`config.mk`:
```
export PLATFORM = sky130hd
export DESIGN_NAME = luma_posterize_threshold_core
export DESIGN_NICKNAME = d
export VERILOG_FILES = /design/src/design/lpt_pkg.sv /design/src/design/luma_posterize_threshold_core.sv
export SDC_FILE = /design/constraint.sdc
export NUM_CORES = 1
export LEC_CHECK = 0
export BUFFER_PORTS_ARGS = -buffer_cell sky130_fd_sc_hd__buf_2
export CELL_PAD_IN_SITES_DETAIL_PLACEMENT = 2
export CELL_PAD_IN_SITES_GLOBAL_PLACEMENT = 2
export CORE_ASPECT_RATIO = 1.75
export CORE_MARGIN = 5
export CORE_UTILIZATION = 45
export DETAILED_ROUTE_END_ITERATION = 8
export PLACE_DENSITY = 0.95
export REMOVE_ABC_BUFFERS = 1
export SLEW_MARGIN = 20
export SYNTH_ARGS = -nofsm -noshare
export SYNTH_HDL_FRONTEND = slang
export SYNTH_SLANG_ARGS = --single-unit
```
`constraint.sdc`:
```
create_clock -name clk -period 22.7 [get_ports clk]
set_input_delay 1.135 -clock clk [delete_from_list [all_inputs] [get_ports clk]]
set_output_delay 1.135 -clock clk [all_outputs]
set_load 0.01 [all_outputs]
```
`src/design/lpt_pkg.sv`:
```
// ----------------------------------------------------------------------------
// lpt_pkg: shared types and constants for the luma posterize threshold block
// Holds the pixel beat type, register indexes, effect mode codes and the
// fixed constants used by the quantizer.
// ----------------------------------------------------------------------------
`default_nettype none

package lpt_pkg;

  typedef struct packed {
    logic [7:0] luma;
    logic [7:0] cb;
    logic [7:0] cr;
    logic [7:0] alpha;
  } pix_t;

  // Configuration register indexes.
  localparam logic [2:0] REG_LEVELS       = 3'd0;
  localparam logic [2:0] REG_THRESHOLD_A  = 3'd1;
  localparam logic [2:0] REG_THRESHOLD_B  = 3'd2;
  localparam logic [2:0] REG_EFFECT_MODE  = 3'd3;
  localparam logic [2:0] REG_LUMA_FLOOR   = 3'd4;
  localparam logic [2:0] REG_LUMA_CEILING = 3'd5;

  // Effect modes.
  localparam logic [2:0] MODE_FLOOR_OUT   = 3'd0;
  localparam logic [2:0] MODE_POSTERIZE   = 3'd1;
  localparam logic [2:0] MODE_CLAMP       = 3'd2;
  localparam logic [2:0] MODE_ALPHA_KEY   = 3'd3;
  localparam logic [2:0] MODE_ALPHA_Q     = 3'd4;
  localparam logic [2:0] MODE_ALPHA_CLAMP = 3'd5;

  // Full luma range; the step is this value divided by the level count.
  localparam logic [8:0] LUMA_RANGE  = 9'd256;
  localparam logic [8:0] LEVELS_MIN  = 9'd1;
  localparam logic [8:0] LEVELS_MAX  = 9'd256;
  localparam logic [7:0] CHROMA_ZERO = 8'd128;

  // Reset values of the configuration registers.
  localparam logic [8:0] RST_LEVELS       = 9'd4;
  localparam logic [8:0] RST_THRESHOLD_A  = 9'd16;
  localparam logic [8:0] RST_THRESHOLD_B  = 9'd235;
  localparam logic [2:0] RST_EFFECT_MODE  = MODE_FLOOR_OUT;
  localparam logic [7:0] RST_LUMA_FLOOR   = 8'd16;
  localparam logic [7:0] RST_LUMA_CEILING = 8'd235;

endpackage

`default_nettype wire

```
`src/design/luma_posterize_threshold_core.sv`:
```
// ----------------------------------------------------------------------------
// luma_posterize_threshold_core: posterize with a luma threshold window
// Quantizes luma to a multiple of 256/levels, compares it with a threshold
// window and rewrites luma, chroma or alpha according to the effect mode.
// ----------------------------------------------------------------------------
`default_nettype none

// The block takes one pixel beat per clock and returns one pixel beat per
// clock while the output is not held off by out_ready. A beat passes through
// six pipeline stages, the edge that accepts it loading the first one and the
// last being the output register: two stages work out the quantization step
// 256/levels as a restoring division (five and four quotient bits), two
// stages divide the luma sample by that step (four bits each) to get the
// remainder, one stage forms the quantized level and compares it with the
// window, and the last stage applies the effect mode into the output
// register. Every stage has its
// own valid bit and moves forward whenever the stage after it is empty or
// moving, so bubbles close up and a stalled output holds its beat while
// earlier stages keep filling. Configuration registers are written through a
// plain write port and must only change while no beat is in flight; each
// beat reads them as it passes through the stages. A level count of zero
// acts as one and a count above 256 acts as 256; thresholds given in reverse
// order are swapped; effect modes six and seven pass the pixel unchanged.
module luma_posterize_threshold_core (
  input  wire logic       clk,
  input  wire logic       rst_n,
  // Input pixel channel.
  input  wire logic       in_valid,
  output logic            in_ready,
  input  wire logic [7:0] in_luma_in,
  input  wire logic [7:0] in_cb_in,
  input  wire logic [7:0] in_cr_in,
  input  wire logic [7:0] in_alpha_in,
  // Result pixel channel.
  output logic            out_valid,
  input  wire logic       out_ready,
  output logic [7:0]      out_luma_out,
  output logic [7:0]      out_cb_out,
  output logic [7:0]      out_cr_out,
  output logic [7:0]      out_alpha_out,
  // Configuration write port.
  input  wire logic       cfg_wr_en,
  input  wire logic [2:0] cfg_index,
  input  wire logic [8:0] cfg_wdata
);

  import lpt_pkg::*;

  // --------------------------------------------------------------------------
  // Configuration registers
  // --------------------------------------------------------------------------
  logic [8:0] levels_r;
  logic [8:0] threshold_a_r;
  logic [8:0] threshold_b_r;
  logic [2:0] effect_mode_r;
  logic [7:0] luma_floor_r;
  logic [7:0] luma_ceiling_r;

  always_ff @(posedge clk) begin
    if (!rst_n) begin
      levels_r       <= RST_LEVELS;
      threshold_a_r  <= RST_THRESHOLD_A;
      threshold_b_r  <= RST_THRESHOLD_B;
      effect_mode_r  <= RST_EFFECT_MODE;
      luma_floor_r   <= RST_LUMA_FLOOR;
      luma_ceiling_r <= RST_LUMA_CEILING;
    end else if (cfg_wr_en) begin
      unique case (cfg_index)
        REG_LEVELS:       levels_r       <= cfg_wdata;
        REG_THRESHOLD_A:  threshold_a_r  <= cfg_wdata;
        REG_THRESHOLD_B:  threshold_b_r  <= cfg_wdata;
        REG_EFFECT_MODE:  effect_mode_r  <= cfg_wdata[2:0];
        REG_LUMA_FLOOR:   luma_floor_r   <= cfg_wdata[7:0];
        REG_LUMA_CEILING: luma_ceiling_r <= cfg_wdata[7:0];
        default: begin
          // Writes beyond the register list are ignored.
        end
      endcase
    end
  end

  // The level count clamped into 1..256, used as the step divisor.
  logic [8:0] levels_clamped;
  always_comb begin
    if (levels_r < LEVELS_MIN) begin
      levels_clamped = LEVELS_MIN;
    end else if (levels_r > LEVELS_MAX) begin
      levels_clamped = LEVELS_MAX;
    end else begin
      levels_clamped = levels_r;
    end
  end

  // Window ends in ascending order.
  logic [8:0] thr_lo;
  logic [8:0] thr_hi;
  always_comb begin
    if (threshold_b_r < threshold_a_r) begin
      thr_lo = threshold_b_r;
      thr_hi = threshold_a_r;
    end else begin
      thr_lo = threshold_a_r;
      thr_hi = threshold_b_r;
    end
  end

  // --------------------------------------------------------------------------
  // Pipeline flow control. A stage loads when it is empty or when the stage
  // after it is moving its beat on.
  // --------------------------------------------------------------------------
  logic v1_r, v2_r, v3_r, v4_r, v5_r, v6_r;
  logic en1, en2, en3, en4, en5, en6;

  assign en6 = !v6_r || out_ready;
  assign en5 = !v5_r || en6;
  assign en4 = !v4_r || en5;
  assign en3 = !v3_r || en4;
  assign en2 = !v2_r || en3;
  assign en1 = !v1_r || en2;

  assign in_ready = en1;

  always_ff @(posedge clk) begin
    if (!rst_n) begin
      v1_r <= 1'b0;
      v2_r <= 1'b0;
      v3_r <= 1'b0;
      v4_r <= 1'b0;
      v5_r <= 1'b0;
      v6_r <= 1'b0;
    end else begin
      if (en1) v1_r <= in_valid;
      if (en2) v2_r <= v1_r;
      if (en3) v3_r <= v2_r;
      if (en4) v4_r <= v3_r;
      if (en5) v5_r <= v4_r;
      if (en6) v6_r <= v5_r;
    end
  end

  pix_t in_pix;
  assign in_pix = '{luma: in_luma_in, cb: in_cb_in, cr: in_cr_in, alpha: in_alpha_in};

  // --------------------------------------------------------------------------
  // Stage 1: step = 256 / levels, quotient bits 8 down to 4.
  // --------------------------------------------------------------------------
  pix_t       pix1_r;
  logic [7:0] srem1_r, srem1_nxt;
  logic [4:0] squo1_r, squo1_nxt;

  always_comb begin
    logic [8:0] trial;
    logic [8:0] num;
    srem1_nxt = '0;
    squo1_nxt = '0;
    num       = LUMA_RANGE;
    for (int i = 0; i < 5; i++) begin
      trial = {srem1_nxt, num[8]};
      num   = {num[7:0], 1'b0};
      if (trial >= levels_clamped) begin
        trial     = trial - levels_clamped;
        squo1_nxt = {squo1_nxt[3:0], 1'b1};
      end else begin
        squo1_nxt = {squo1_nxt[3:0], 1'b0};
      end
      srem1_nxt = trial[7:0];
    end
  end

  always_ff @(posedge clk) begin
    if (en1) begin
      pix1_r  <= in_pix;
      srem1_r <= srem1_nxt;
      squo1_r <= squo1_nxt;
    end
  end

  // --------------------------------------------------------------------------
  // Stage 2: quotient bits 3 down to 0 complete the step.
  // --------------------------------------------------------------------------
  pix_t       pix2_r;
  logic [8:0] step2_r, step2_nxt;

  always_comb begin
    logic [8:0] trial;
    logic [7:0] rem;
    logic [3:0] num;
    rem       = srem1_r;
    num       = LUMA_RANGE[3:0];
    step2_nxt = {4'b0, squo1_r};
    for (int i = 0; i < 4; i++) begin
      trial = {rem, num[3]};
      num   = {num[2:0], 1'b0};
      if (trial >= levels_clamped) begin
        trial     = trial - levels_clamped;
        step2_nxt = {step2_nxt[7:0], 1'b1};
      end else begin
        step2_nxt = {step2_nxt[7:0], 1'b0};
      end
      rem = trial[7:0];
    end
  end

  always_ff @(posedge clk) begin
    if (en2) begin
      pix2_r  <= pix1_r;
      step2_r <= step2_nxt;
    end
  end

  // --------------------------------------------------------------------------
  // Stage 3: luma / step, upper four luma bits. Only the remainder matters.
  // --------------------------------------------------------------------------
  pix_t       pix3_r;
  logic [8:0] step3_r;
  logic [7:0] yrem3_r, yrem3_nxt;

  always_comb begin
    logic [8:0] trial;
    logic [3:0] num;
    yrem3_nxt = '0;
    num       = pix2_r.luma[7:4];
    for (int i = 0; i < 4; i++) begin
      trial = {yrem3_nxt, num[3]};
      num   = {num[2:0], 1'b0};
      if (trial >= step2_r) begin
        trial = trial - step2_r;
      end
      yrem3_nxt = trial[7:0];
    end
  end

  always_ff @(posedge clk) begin
    if (en3) begin
      pix3_r  <= pix2_r;
      step3_r <= step2_r;
      yrem3_r <= yrem3_nxt;
    end
  end

  // --------------------------------------------------------------------------
  // Stage 4: lower four luma bits give the final remainder.
  // --------------------------------------------------------------------------
  pix_t       pix4_r;
  logic [7:0] yrem4_r, yrem4_nxt;

  always_comb begin
    logic [8:0] trial;
    logic [3:0] num;
    yrem4_nxt = yrem3_r;
    num       = pix3_r.luma[3:0];
    for (int i = 0; i < 4; i++) begin
      trial = {yrem4_nxt, num[3]};
      num   = {num[2:0], 1'b0};
      if (trial >= step3_r) begin
        trial = trial - step3_r;
      end
      yrem4_nxt = trial[7:0];
    end
  end

  always_ff @(posedge clk) begin
    if (en4) begin
      pix4_r  <= pix3_r;
      yrem4_r <= yrem4_nxt;
    end
  end

  // --------------------------------------------------------------------------
  // Stage 5: quantized level and window compare.
  // --------------------------------------------------------------------------
  pix_t       pix5_r;
  logic [7:0] q5_r, q5_nxt;
  logic       below5_r, above5_r;

  assign q5_nxt = pix4_r.luma - yrem4_r;

  always_ff @(posedge clk) begin
    if (en5) begin
      pix5_r   <= pix4_r;
      q5_r     <= q5_nxt;
      below5_r <= {1'b0, q5_nxt} < thr_lo;
      above5_r <= {1'b0, q5_nxt} > thr_hi;
    end
  end

  // --------------------------------------------------------------------------
  // Stage 6: effect mode applied into the output register.
  // --------------------------------------------------------------------------
  pix_t pix6_r, pix6_nxt;

  always_comb begin
    logic in_win;
    logic desat;
    in_win   = !below5_r && !above5_r;
    desat    = 1'b0;
    pix6_nxt = pix5_r;
    case (effect_mode_r)
      MODE_FLOOR_OUT: begin
        if (in_win) begin
          pix6_nxt.luma = q5_r;
        end else begin
          pix6_nxt.luma = luma_floor_r;
          desat         = 1'b1;
        end
      end
      MODE_POSTERIZE: begin
        pix6_nxt.luma = q5_r;
        desat         = in_win;
      end
      MODE_CLAMP: begin
        if (below5_r) begin
          pix6_nxt.luma = luma_floor_r;
          desat         = 1'b1;
        end else if (above5_r) begin
          pix6_nxt.luma = luma_ceiling_r;
          desat         = 1'b1;
        end else begin
          pix6_nxt.luma = q5_r;
        end
      end
      MODE_ALPHA_KEY: begin
        if (!in_win) pix6_nxt.alpha = luma_floor_r;
      end
      MODE_ALPHA_Q: begin
        if (in_win) pix6_nxt.alpha = q5_r;
      end
      MODE_ALPHA_CLAMP: begin
        if (below5_r) begin
          pix6_nxt.alpha = luma_floor_r;
        end else if (above5_r) begin
          pix6_nxt.alpha = luma_ceiling_r;
        end else begin
          pix6_nxt.alpha = q5_r;
        end
      end
      default: begin
        // Unused mode codes pass the pixel through.
      end
    endcase
    if (desat) begin
      pix6_nxt.cb = CHROMA_ZERO;
      pix6_nxt.cr = CHROMA_ZERO;
    end
  end

  always_ff @(posedge clk) begin
    if (en6) begin
      pix6_r <= pix6_nxt;
    end
  end

  assign out_valid     = v6_r;
  assign out_luma_out  = pix6_r.luma;
  assign out_cb_out    = pix6_r.cb;
  assign out_cr_out    = pix6_r.cr;
  assign out_alpha_out = pix6_r.alpha;

endmodule

`default_nettype wire

```
After elaboration in Yosys (flattened, before gate mapping)
Cells that the tools add are included.
{ "op_classes": {"n_addsub": 17, "n_lt_le_gt_ge": 22, "eq_ne": 10, "n_mux": 40, "reduce_logical": 23} }
{ "op_table": {"columns": ["op", "n"], "rows": [
  ["$mux W8", 21],
  ["$ge A9 B9 Y1", 15],
  ["$sub A8 B8 Y8", 15],
  ["$pmux W8 S3", 2],
  ["$mux W9", 4],
  ["$eq A3 B2 Y1 const B", 4],
  ["$eq A3 B3 Y1 const B", 4],
  ["$mux W1", 12],
  ["$reduce_and A2 Y1", 6],
  ["$ge A1 B9 Y1", 1],
  ["$ge A1 B9 Y1 const A", 1],
  ["$gt A8 B9 Y1", 1],
  ["$gt A9 B9 Y1 const B", 1],
  ["$lt A8 B9 Y1", 1],
  ["$lt A9 B1 Y1 const B", 1],
  ["$lt A9 B9 Y1", 1],
  ["$logic_not A1 Y1", 8],
  ["$sub A1 B8 Y8", 1],
  ["$sub A1 B8 Y8 const A", 1],
  ["$eq A3 B1 Y1 const B", 2],
  ["$logic_not A3 Y1", 2],
  ["$logic_or A1 B1 Y1", 6],
  ["$pmux W1 S3", 1],
  ["$logic_and A1 B1 Y1", 1]
]} }
{ "totals": {"register_bits": 301, "out_inout_bits": 34, "elab_cells": 158} }

Longest topological paths before layout
Gate-level depths: netlist of run 1.
{ "depth": {"depth_word": 13, "depth_mapped": 43, "depth_no_buf": 39} }

Worst setup path before layout of run 1
Ideal clock, no wire load.
{ "synth_path": {"kind": "register to register", "start": "register step3_r[1]", "end": "register yrem4_r[4] (data pin)", "arrival_ps": 8286, "path_slack_ps": 14160, "stages_incl_launch_ff": 36, "path_buffers": 2, "synth_period_minus_slack_ps": 8540, "cell_sequence": "edfxtp_1 > inv_1 > ha_1 > nor2b_1 > o21ai_0 > a21boi_0 > o21ai_0 > a21oi_1 > nand2b_1 > mux2_2 > ha_1 > nand4_1 > nor2_1 > o31ai_1 > and3_1 > clkbuf_1 > nor2_1 > a21oi_1 > inv_1 > ha_1 > nor2b_1 > o21a_1 > o21ai_0 > a21oi_1 > a211oi_2 > clkinv_1 > mux2_2 > ha_1 > or2_2 > a21oi_1 > a21oi_1 > and4_1 > a2111oi_1 > clkbuf_1 > nor2_1 > a21o_1"} }
{ "synth_between": {"elab_chain_len": 8, "elab_cells_between_ends": 12, "cone_classes": "add/sub (4); order compare (4); mux (4)"} }
{ "synth_lines": {"columns": ["item", "line", "source"], "rows": [
  ["from (decl)", "luma_posterize_threshold_core.sv:215", "logic [8:0] step3_r;"],
  ["from (signal assigned)", "luma_posterize_threshold_core.sv:236", "step3_r <= step2_r;"],
  ["$sub A8 B8 Y8 / $ge A9 B9 Y1 (equally long branches)", "luma_posterize_threshold_core.sv:256, luma_posterize_threshold_core.sv:255", null],
  ["$mux W8", "luma_posterize_threshold_core.sv:255", "if (trial >= step3_r) begin"],
  ["$sub A8 B8 Y8 / $ge A9 B9 Y1 (equally long branches)", "luma_posterize_threshold_core.sv:256, luma_posterize_threshold_core.sv:255", null],
  ["$mux W8", "luma_posterize_threshold_core.sv:255", null],
  ["$sub A8 B8 Y8 / $ge A9 B9 Y1 (equally long branches)", "luma_posterize_threshold_core.sv:256, luma_posterize_threshold_core.sv:255", null],
  ["$mux W8", "luma_posterize_threshold_core.sv:255", null],
  ["$sub A8 B8 Y8 / $ge A9 B9 Y1 (equally long branches)", "luma_posterize_threshold_core.sv:256, luma_posterize_threshold_core.sv:255", null],
  ["$mux W8 (*)", "luma_posterize_threshold_core.sv:255", null],
  ["net yrem4_nxt[4]", "luma_posterize_threshold_core.sv:245", "logic [7:0] yrem4_r, yrem4_nxt;"],
  ["to (signal assigned)", "luma_posterize_threshold_core.sv:265", "yrem4_r <= yrem4_nxt;"],
  ["to (decl)", "luma_posterize_threshold_core.sv:245", null]
]} }
The timed path passes the listed nets; every way through them passes the cells marked *.
A chain may end at the register's enable or synchronous reset.

Worst setup path in the final report of run 1
{ "layout_path": {"start": "register step3_r[1]", "end": "register yrem4_r[1] (data pin)"} }
{ "layout_between": {"elab_chain_len": 8, "elab_cells_between_ends": 12, "cone_classes": "add/sub (4); order compare (4); mux (4)"} }
{ "layout_lines": {"columns": ["item", "line"], "rows": [
  ["$sub A8 B8 Y8 / $ge A9 B9 Y1 (equally long branches)", "luma_posterize_threshold_core.sv:256, luma_posterize_threshold_core.sv:255"],
  ["$mux W8", "luma_posterize_threshold_core.sv:255"],
  ["$sub A8 B8 Y8 / $ge A9 B9 Y1 (equally long branches)", "luma_posterize_threshold_core.sv:256, luma_posterize_threshold_core.sv:255"],
  ["$mux W8", "luma_posterize_threshold_core.sv:255"],
  ["$ge A9 B9 Y1 / $sub A8 B8 Y8 (equally long branches)", "luma_posterize_threshold_core.sv:255, luma_posterize_threshold_core.sv:256"],
  ["$mux W8", "luma_posterize_threshold_core.sv:255"],
  ["$sub A8 B8 Y8 / $ge A9 B9 Y1 (equally long branches)", "luma_posterize_threshold_core.sv:256, luma_posterize_threshold_core.sv:255"],
  ["$mux W8 (*)", "luma_posterize_threshold_core.sv:255"],
  ["net yrem4_nxt[1]", "luma_posterize_threshold_core.sv:245"]
]} }
Marks and branches as above.

==> reports/qor.yml, run 1 <==
clock_tree:
  hold_buffers: 0
  clk-insertion-delay-late_ns: 0.62
  clk_pin_slew_ns: 0.07
  cts_setup_buffers: 0
  cts_sinks: 301
  numCtsBuffers: 30
  cts_root_buf: "clkbuf_16"
  clk_path_buf_depth: 3
  cts_tree: "yes"
  htree_levels: 1
  cts_resized: 0
floorplanning:
  dieArea_um2: 43700
  num_rows: 96
  die_w_um: 160
  initial_core_util: 0.453
  io_pins: 83
  die_y_um: 273
  core_area_um2: 39200
global_route:
  grt_first_pass_wirelength_um: 137000
  gr-usage-all-layers: 0.439
  gr-total-overflow: 0
  antenna_found_initial: 37
  grt_max_degree: 53
  grt_pass1_vias: 17800
final_layout:
  drive_above_1_share: 0.127
  instances_no_fill: 2282
  syn_to_final_growth_pct: 11.4
  fill_cells: 3886
  mostFrequentLayoutCells: "249 x edfxtp_1, 173 x nand2_1, 161 x ha_1, 112 x a21oi_1, 94 x nor2_1"
  fin_nets: 1962
  final_common_cell: "edfxtp_1"
placement:
  finalWeightedCongestion: 0.962
  io_buffers: 82
  placedCellCount: 2199
  hpwl_um: 62400
min_path:
  hold_end: "pix2_r[30]"
  holdCritStartpoint: "pix1_r[30]"
  whs_path_depth: 0
  hp-class: "flop to flop"
flow_run:
  max_cap_viol_count: 0
worst_setup_path:
  start_kind: "flop"
  r2r-end: "yrem4_r[1]"
  r2r-start: "step3_r[1]"
  critPathCaptureType: "flop"
  cpLargestDelayFamily: "compound AO/OA/AOI/OAI gates"
  rr_worst_depth: 33
  crit_slowest_cell: "a21boi_0"
  crit_buf_inv: 4
  worst-path-max-fanout: 16
  path_class: "flop to flop"
  crit_top_cell: "a21oi_1"
  worstPathRequired_ns: 23.04
  arrival_ns: 12.38
  cp_slowest_stage_delay_ns: 0.72
  regToRegSetupSlack_ns: 10.66
timing:
  fmax_mhz: 83.1
  rsz0062_at_grt: "no"
  max-slew-margin-rel: 0.0950
  min_period_ns: 12.04
  worst_slew_pin_slew_ns: 1.35
  drv_slew: 0
  finalClockSkew_ns: 0.0163
  setup_violations: 0
  setup_tns_ns: 0
  finalCritPeriodShare: 0.530
  final-hold-violation-count: 0
route:
  ant_nets: 0
  drtPass1Iterations: 8
  drt-total-wl_um: 95000
  wire_per_inst_um: 41.6
  drt_iter0_drc: 1989
  vias: 16400
  vias_per_cell: 7.19
  drc: 0
logic_synthesis:
  synthFlopType: "edfxtp_1"
  async_reset_ff_frac: 0
  synth_edf_count: 249
  syn-mean-instance-area_um2: 10.8
  ys_ff_latch: 301
  yosys_warnings: 0
  yosys.cell_types.count: 73
  syn_area_um2: 17700
  synth-seq-area-share: 0.480
  synth_cells: 1649
outcome:
  status: "completed"
[kinds of logic (layout without fill, tap and decap cells)]
kind of cell,after synthesis,after routing,share of synthesized area
flip-flops,301,301,0.480
adder cells (fa/ha/maj),170,170,0.124
other,1,29,0.000211
XOR/XNOR,87,87,0.0429
multiplexers,91,91,0.0555
AO/OA/AOI/OAI,394,394,0.144
buffers and inverters,128,243,0.0277
AND/OR/NAND/NOR,477,477,0.127
[cells in the mapped netlist (5+ instances only)]
cell type | count | share of area
o21ai_0 | 86 | 0.024
nor2b_1 | 30 | 0.011
o21bai_1 | 8 | 0.0034
mux2_2 | 54 | 0.034
a211oi_1 | 7 | 0.0030
clkbuf_1 | 30 | 0.0063
a21o_1 | 41 | 0.017
o22a_1 | 6 | 0.0030
a31oi_1 | 15 | 0.0053
a21oi_1 | 113 | 0.032
dfxtp_1 | 52 | 0.059
a22oi_1 | 5 | 0.0021
nor3_1 | 29 | 0.0082
nand3_1 | 37 | 0.010
nand2_1 | 175 | 0.037
nor2_1 | 94 | 0.020
o21a_1 | 25 | 0.011
a21boi_0 | 32 | 0.014
o211ai_1 | 9 | 0.0038
xor2_1 | 27 | 0.013
and3_1 | 9 | 0.0032
edfxtp_1 | 249 | 0.42
o22ai_1 | 7 | 0.0025
xnor2_1 | 60 | 0.030
nand4_1 | 20 | 0.0070
and2_1 | 24 | 0.0085
or2_2 | 9 | 0.0032
fa_1 | 9 | 0.010
ha_1 | 161 | 0.11
nand2b_1 | 24 | 0.0085
mux2i_1 | 35 | 0.020
inv_1 | 88 | 0.019
or3_1 | 11 | 0.0039
[how the worst max path moves through the flow]
stage | from | end | cells after the start
6_report | step3_r[1] | yrem4_r[1] | 33
5_1_grt | step3_r[1] | yrem4_r[1] | 33
4_1_cts | step3_r[1] | yrem4_r[1] | 35
3_5_place_dp | step3_r[1] | yrem4_r[3] | 35
3_3_place_gp | levels_r[8] | srem1_r[5] | 37
2_1_floorplan | step3_r[1] | yrem4_r[3] | 32
[metrics by stage]
stage / instance area, µm² / util / hold WS [ns] / setup WS, ns
after global routing: 19700 / 0.504 / 0.427 / 10.34
after detailed placement: 18700 / 0.479 / 0.406 / 12.11
after CTS: 19700 / 0.502 / 0.424 / 10.97
after floorplan: 17600 / - / 0.400 / 13.65
final: 19800 / 0.505 / 0.421 / 10.66
after global placement: 18700 / 0.479 / 0.401 / 13.03
[layout make-up]
type	count	area (µm²)	share of cell area
antenna	26	65.1	0.00329
clock buffer	39	815	0.0412
clock inverter	16	108	0.00544
inverter	94	357	0.0180
multi-input combinational	1222	8790	0.445
sequential	301	8520	0.431
tap	490	613	0.0310
timing repair buffer	94	500	0.0253
[sequential cells by signal, summed over array words and instances, names as in the netlist, 9 cells and up]
signal         count
pix2_r            32
threshold_b_r      9
pix5_r            32
pix3_r            32
pix4_r            32
step3_r            9
step2_r            9
threshold_a_r      9
pix1_r            32
levels_r           9
[per-layer routing]
| layer | GRT usage | wire, µm | up-vias |
|---|---|---|---|
| met5 | 0.0216 | 128 | - |
| met4 | 0.446 | 12800 | 16 |
| met3 | 0.198 | 8980 | 801 |
| met2 | 0.727 | 46100 | 1346 |
| met1 | 0.377 | 27100 | 7978 |
| li1 | - | - | 6270 |
Power of run 1 is left out: the tool's default activity adds up to more than one toggle a clock period on the data nets, which glitch-free logic cannot reach.
==> inputs of run 2 (changes only) <==
- CORE_UTILIZATION: 45 -> 42
- PLACE_DENSITY: 0.95 -> 0.91
- clock period: 22.7 -> 12.5 ns (I/O delays scaled with it)
==> reports/qor.yml, run 2 (same netlist as run 1, synthesis figures left out) <==
timing:
  setup_violations: 0
  min_period_ns: 11.56
  drv_slew: 0
  worst_slew_pin_slew_ns: 1.17
  finalCritPeriodShare: 0.925
  rsz0062_at_grt: "no"
  max-slew-margin-rel: 0.218
  final-hold-violation-count: 0
  setup_tns_ns: 0
  setup_slack_ns: 0.940
  fmax_mhz: 86.5
  finalClockSkew_ns: 0.0282
worst_setup_path:
  crit_slowest_cell: "o21ai_1"
  r2r-end: "yrem4_r[2]"
  path_class: "flop to flop"
  r2r-start: "step3_r[1]"
  arrival_ns: 11.88
  rr_worst_depth: 36
  worstPathRequired_ns: 12.82
  cp_slowest_stage_delay_ns: 0.68
  crit_top_cell: "a21oi_1"
  startpoint: "step3_r[1]"
  worst-path-max-fanout: 16
  start_kind: "flop"
  regToRegSetupSlack_ns: 0.94
  cp-endpoint: "yrem4_r[2]"
  critPathCaptureType: "flop"
global_route:
  gr-usage-all-layers: 0.362
  grt_max_degree: 53
  gr-total-overflow: 0
  grt_pass1_vias: 17300
  antenna_found_initial: 27
  grt_first_pass_wirelength_um: 122000
clock_tree:
  cts_tree: "yes"
  clk_pin_slew_ns: 0.07
  numCtsBuffers: 31
  cts_resized: 0
  clk_path_buf_depth: 3
  cts_root_buf: "clkbuf_16"
  cts_setup_buffers: 0
  hold_buffers: 0
  cts_sinks: 301
  clk-insertion-delay-late_ns: 0.63
  htree_levels: 1
route:
  drt_iter0_drc: 1717
  drtPass1Iterations: 5
  drc: 0
  drt-total-wl_um: 82600
  vias_per_cell: 6.62
  vias: 15500
  ant_nets: 0
  wire_per_inst_um: 35.3
floorplanning:
  die_w_um: 165
  initial_core_util: 0.425
  die_y_um: 282
  core_area_um2: 41700
  io_pins: 83
  num_rows: 99
  dieArea_um2: 46600
final_layout:
  final_common_cell: "edfxtp_1"
  fin_nets: 1963
  fill_cells: 4245
  utilization: 0.478
  mostFrequentLayoutCells: "249 x edfxtp_1, 173 x nand2_1, 161 x ha_1, 112 x a21oi_1, 94 x nor2_1"
  multiInputGateArea_um2: 8790
  drive_above_1_share: 0.130
  syn_to_final_growth_pct: 12.3
  ff_latch_area_um2: 8520
placement:
  pre_cts_ws_ns: 2.14
  finalWeightedCongestion: 0.901
  io_buffers: 82
  hpwl_um: 55600
min_path:
  hp-class: "input pin to flop"
  whs_path_depth: 1
flow_run:
  max_cap_viol_count: 0
outcome:
  status: "completed"
-- run 2: cell count changes in the layout (fill, tap and decap cells not counted), sizes merged --
cell and delta:
clkinvlp -1, diode -10, clkinv -1, inv +2
bufinv +2, clkbuf +1
-- run 2: critical path, delay by kind of cell, from the launching register on --
family	cells	cell delay, ns
AO/OA/AOI/OAI	16	6.10
adder cells (fa/ha/maj)	4	1.38
buffers and inverters	4	0.77
flip-flops	1	0.50
multiplexers	1	0.37
AND/OR/NAND/NOR	11	2.12
-- run 2: worst min-delay path by stage --
stage                           start         end
after floorplan             pix1_r[0]   pix2_r[0]
after global placement     pix4_r[12]  pix5_r[12]
after detailed placement   pix1_r[21]  pix2_r[21]
after CTS                 in_cr_in[6]  pix1_r[14]
after global routing      in_cr_in[6]  pix1_r[14]
final                     in_cr_in[6]  pix1_r[14]
-- run 2: cell type report --
| type | instances | area share |
|---|---|---|
| Multi-Input combinational cell | 1222 | 0.441 |
| Sequential cell | 301 | 0.427 |
| Clock buffer | 40 | 0.0442 |
| Tap cell | 555 | 0.0348 |
| Timing Repair Buffer | 94 | 0.0250 |
| Inverter | 94 | 0.0179 |
| Clock inverter | 18 | 0.00803 |
| Antenna cell | 16 | 0.00201 |
-- run 2: per-layer routing --
| layer | GRT usage | vias up | wire (µm) |
|---|---|---|---|
| met5 | 0 | - | 107 |
| met4 | 0.323 | 14 | 9610 |
| met3 | 0.142 | 597 | 6140 |
| met2 | 0.629 | 1002 | 42300 |
| met1 | 0.312 | 7616 | 24500 |
| li1 | - | 6268 | - |
-- run 2: metrics by stage --
step	std cells	hold WS, ns	cell area, µm²
after floorplan	1617	0.400	17600
after global placement	2265	0.400	18800
after detailed placement	2265	0.406	18800
after CTS	2323	0.172	19900
after global routing	2327	0.163	19900
final	2340	0.171	19900
Power of run 2 is left out for the same reason.
